<file path="config.mk">
export PLATFORM = sky130hd
export DESIGN_NAME = prac_gain
export DESIGN_NICKNAME = d
export VERILOG_FILES = /design/src/prac_pkg.sv /design/src/prac_gain.sv
export SDC_FILE = /design/constraint.sdc
export NUM_CORES = 2
export LEC_CHECK = 0
export BUFFER_PORTS_ARGS = -buffer_cell sky130_fd_sc_hd__buf_2
export CELL_PAD_IN_SITES_DETAIL_PLACEMENT = 0
export CELL_PAD_IN_SITES_GLOBAL_PLACEMENT = 1
export CORE_ASPECT_RATIO = 1.2
export CORE_MARGIN = 2
export CORE_UTILIZATION = 51
export CTS_CLUSTER_DIAMETER = 30
export DETAILED_ROUTE_END_ITERATION = 12
export PLACE_DENSITY_LB_ADDON = 0.1
export SETUP_SLACK_MARGIN = 0.05
export SLEW_MARGIN = 20
export SYNTH_ARGS = -nofsm -noshare
export SYNTH_HDL_FRONTEND = slang
export SYNTH_SLANG_ARGS = --single-unit
</file>
<file path="constraint.sdc">
create_clock -name clk -period 4.55 [get_ports clk]
set_input_delay 0.2275 -clock clk [delete_from_list [all_inputs] [get_ports clk]]
set_output_delay 0.2275 -clock clk [all_outputs]
set_load 0.01 [all_outputs]
</file>
<file path="src/prac_pkg.sv">
//------------------------------------------------------------------------------
// prac_pkg
// shared constants, types and functions for the point rotation core
//------------------------------------------------------------------------------
`default_nettype none
package prac_pkg;
    localparam int CordicStepsDefault = 24;
    localparam int GuardBits = 8;
    localparam int CW = 32;
    localparam int WW = 44;
    localparam int AW = 34;
    localparam int TolW = 31;
    localparam logic signed [AW-1:0] AngPi = 34'sd843314857;
    localparam logic signed [AW-1:0] AngHalfPi = 34'sd421657428;
    localparam logic signed [AW-1:0] AngTwoPi = 34'sd1686629713;
    localparam logic [31:0] InvGain = 32'd2608131496;

    function automatic logic signed [AW-1:0] atan_val(input int i);
        logic signed [AW-1:0] r;
        unique case (i)
            0: r = 34'sd210828714;
            1: r = 34'sd124459457;
            2: r = 34'sd65760959;
            3: r = 34'sd33381290;
            4: r = 34'sd16755422;
            5: r = 34'sd8385879;
            6: r = 34'sd4193963;
            7: r = 34'sd2097109;
            8: r = 34'sd1048571;
            9: r = 34'sd524287;
            default: r = (i < 29) ? (34'sd1 <<< (28 - i)) : 34'sd0;
        endcase
        return r;
    endfunction

    typedef struct packed {
        logic signed [CW-1:0] cx;
        logic signed [CW-1:0] cy;
        logic signed [CW-1:0] rot;
    } side_t;

    typedef struct packed {
        logic signed [WW-1:0] x;
        logic signed [WW-1:0] y;
        logic signed [AW-1:0] z;
    } cstate_t;
endpackage
`default_nettype wire

</file>
<file path="src/prac_gain.sv">
//------------------------------------------------------------------------------
// prac_gain
// two-stage multiply by the inverse cordic gain, rounded half up
//------------------------------------------------------------------------------
`default_nettype none
module prac_gain #(
    parameter int SW = 96
) (
    input  wire logic                 clk,
    input  wire logic                 rst_n,
    input  wire logic                 en,
    input  wire logic                 vin,
    input  wire logic [43:0]          din,
    input  wire logic [SW-1:0]        sin,
    output logic                      vout,
    output logic [43:0]               dout,
    output logic [SW-1:0]             sout
);
    logic [59:0] a_reg;
    logic [47:0] b_reg;
    logic        v1_reg;
    logic [SW-1:0] s1_reg;
    logic [47:0] b_full;
    logic [60:0] sum;

    assign b_full = 48'(din[15:0]) * 48'(prac_pkg::InvGain) + 48'h80000000;
    assign sum = 61'(a_reg) + 61'(b_reg >> 16);

    always_ff @(posedge clk or negedge rst_n)
    begin
        if (!rst_n)
        begin
            v1_reg <= 1'b0;
            vout <= 1'b0;
        end
        else if (en)
        begin
            v1_reg <= vin;
            vout <= v1_reg;
        end
    end

    always_ff @(posedge clk)
    begin
        if (en)
        begin
            a_reg <= 60'(din[43:16]) * 60'(prac_pkg::InvGain);
            b_reg <= b_full;
            s1_reg <= sin;
            dout <= 44'(sum >> 16);
            sout <= s1_reg;
        end
    end
endmodule
`default_nettype wire

</file>
==> run metrics <==
Die Width=about 240 um; relative slew slack=between 30% and 40%; final period utilization=139%; Port Buf Inserts=284; crit path max fanout=5; Longest Clk Path Bufs=3; Syn Nets=a little over 4000; global-route wire length before repair=between 150000 and 200000 um; largest family of logic cells by synthesized area=adder cells; crit-path cells=buf_8, fa_1, fa_1, inv_1, fa_1, inv_1, fa_1, inv_2, fa_1, fa_1, inv_2, ha_4, nand4_1, o21bai_1, a311o_1, buf_6, a2111oi_4, o21ai_2, o31a_1, or3_4, nor4_4, and3_1, o211ai_2, xor2_1; GP Congestion=about 1; gr usage total=between 20% and 30%; Worst path most repeated cell=fa_1; fillers=4926; DR vias/cell=5.07; post-DP HPWL=between 80000 and 90000 um; TritonCTS buffer count=53; Mapped Cells=approximately 2900; kind of critical path=in -> reg; FF-to-FF Start=b_reg[20]; Post-Synth XOR/XNOR Area=3.25%; CP endpoint kind=flop; share of cells above drive strength 1=between 30 and 40%; drt pass-1 iters=5; Worst R2R Setup Slack=380 ps; Critical Path AT=6660 ps; synthesized area=roughly 0.034 mm2; initial antenna violation count=0; Final Hold Viols=0; # Max-Cap Violations=0; Worst setup SP type=input port; number of global-route vias before repair=~28000; CP peak stage delay=around 520 ps; WHS Path Cells=1; Seq. cell area=0.00972 mm2; CP required=a little under 5000 ps; end of the worst register-to-register path=dout[29]; Hold EP=s1_reg[83]; Post-synth EDFFs=between 300 and 400; Hold Crit Class=in -> reg; Simple-Gate Fraction of Synth Area=under 10%; largest net degree at the start of global routing=between 100 and 150; clock root buffer=clkbuf_16; initial core utilization=about 51%; fin crit period=approximately 6300 ps; Final Non-Filler Cells=4980; footprint of the multi-input gates=around 0.023 mm2; Area Overhead vs Synth=37.2%; Post-Synth Adder-Cell Area=between 40% and 50%; via count=~25000; fmax=roughly 160 MHz; critical path's slowest cell=fa_1; drt initial violations=about 1100; Reg2Reg Depth=12; status=finished with violations; DR WL/cell=between 20 and 25 um; mux contribution to synthesized area=less than 1%; Syn Area/Cell=approximately 12 um2; Nets=5171; clk_lat worst skew=a little over 600 ps; Die ar.=just under 0.07 mm2; H-tree lvl count=2; worst slew pin tran=between 900 and 1000 ps; Total Routed Length=about 100000 um; flop and latch count out of synthesis=324; DRC violations left=0; Die Height=~290 um; Distinct cells, synth=a little under 80; CTS tree=yes; setup ws final=-1780 ps; clock sinks=between 300 and 400; gr ovfl total=0; Post-synth ARST share=less than 1%; row cnt=104; Post-Place Cells=roughly 4700; Final Max Slew Viols=0; synth warn=0; failing checks=negative setup slack; RSZ-0062 raised after global routing=true; Compound-Gate Fraction of Synth Area=6.26%; final setup fails=70; Top Ports=around 290; Seq/Total Area, Yosys=roughly 28%; Routed Antenna Nets=0; Setup Skew=~40 ps; hold_sp=en; clock-pin slew on the worst setup and hold paths=~50 ps; ant diodes=0; core region area=approximately 0.067 mm2; Most used DFF post-synth=edfxtp_1
==> critical path: cells and delay by family <==
| family | cells | cell delay (ps) |
|---|---|---|
| adder cells (fa/ha/maj) | 7 | 3220 |
| AO/OA/AOI/OAI | 6 | 1390 |
| AND/OR/NAND/NOR | 4 | 1180 |
| buffers and inverters | 6 | 470 |
| XOR/XNOR | 1 | 170 |
==> final cells by class <==
type	instances	area share [%]
Timing Repair Buffer	1058	16.8
Clock inverter	42	0.989
Clock buffer	58	2.88
Tap cell	901	2.40
Multi-Input combinational cell	1757	49.6
Sequential cell	324	20.7
Inverter	840	6.73
==> kinds of logic after synthesis <==
group	Yosys count
adder cells (fa/ha/maj)	993
buffers and inverters	856
flip-flops	324
AND/OR/NAND/NOR	319
AO/OA/AOI/OAI	316
XOR/XNOR	127
multiplexers	2
==> what timing repair did <==
action,in CTS,in global routing
cloned,0,0
setup buffers,42,37
hold buffers,100,0
endpoints found under the hold margin,100,0
setup endpoints to repair,71,72
pin swaps,119,109
resized for setup,220,155
==> layout by cell type (no fill, tap or decap), types with 8 or more instances in the layout <==
master,instances
o211ai_1,8
a21oi_1,64
o21ai_0,24
a21o_1,42
o21bai_1,12
nand4_1,22
or2_2,10
ha_2,10
clkinvlp_4,9
dlygate4sd3_1,100
nor2b_1,10
nor3_1,22
and3_1,19
o21ai_2,15
fa_2,36
nand3_1,28
edfxtp_1,322
o21ai_1,8
clkbuf_16,53
nor2_1,52
a21oi_2,28
xnor2_1,62
ha_1,401
inv_1,789
inv_2,47
buf_6,65
buf_2,257
a21oi_4,11
o21a_1,17
xnor2_2,19
inv_6,12
xor2_1,38
buf_4,622
ha_4,49
inv_8,9
nand2_1,62
nor2_2,8
nand2b_1,12
fa_1,497
nand2_2,11
==> synthesized netlist by cell type, drive strengths merged (3+ instances only) <==
library cell,count,area share (%)
inv,840,9.2
fa,533,31
ha,460,17
edfxtp,322,28
a21oi,103,1.6
xnor2,84,2.1
nand2,78,0.85
nor2,66,0.72
o21ai,52,0.77
xor2,43,1.1
a21o,42,0.92
nand3,33,0.48
nor3,27,0.39
and3,23,0.42
nand4,22,0.40
o21a,19,0.42
o21bai,15,0.33
nand2b,13,0.24
nor2b,13,0.24
a31oi,11,0.20
buf,11,0.17
o211ai,10,0.25
or2,10,0.18
and2,9,0.17
nor4,7,0.17
a211oi,6,0.16
a21boi,6,0.13
a2111oi,5,0.20
clkbuf,5,0.055
and4,4,0.10
o311a,4,0.12
a211o,3,0.077
a221o,3,0.088
a221oi,3,0.095
a22o,3,0.080
nor3b,3,0.066
o31a,3,0.077
o31ai,3,0.066
==> worst max-delay path by stage <==
stage / start / to / slack [ps] / depth (start not counted)
after global placement: din[7] / b_reg[47] / -2460 / 22
after detailed placement: din[7] / b_reg[47] / -2420 / 23
after CTS: din[3] / b_reg[47] / -1770 / 26
after floorplan: din[3] / b_reg[47] / -1810 / 24
final: din[3] / b_reg[47] / -1780 / 24
after global routing: din[3] / b_reg[47] / -1970 / 26
==> routing by layer <==
metal,vias up,part of all wire [%],GRT usage (%)
met5,-,0,0
met2,628,52,54.1
met4,0,3.4,9.32
li1,11600,-,-
met3,178,4.6,4.00
met1,12800,40,36.9
==> stage by stage <==
stage	setup WS (ps)	hold WS (ps)	cell area (um2)	util [%]	setup TNS, ps
4_1_cts	-1770	189	46200	69.3	-69730
6_report	-1780	136	47000	70.5	-72010
3_5_place_dp	-2420	15.1	42200	63.2	-119270
3_3_place_gp	-2460	13.8	42200	63.2	-116810
2_1_floorplan	-1810	-68.1	35100	-	-67500
5_1_grt	-1970	185	47000	70.5	-81900
Power is left out: the tool's default activity adds up to more than one toggle a clock period on the data nets, which glitch-free logic cannot reach.
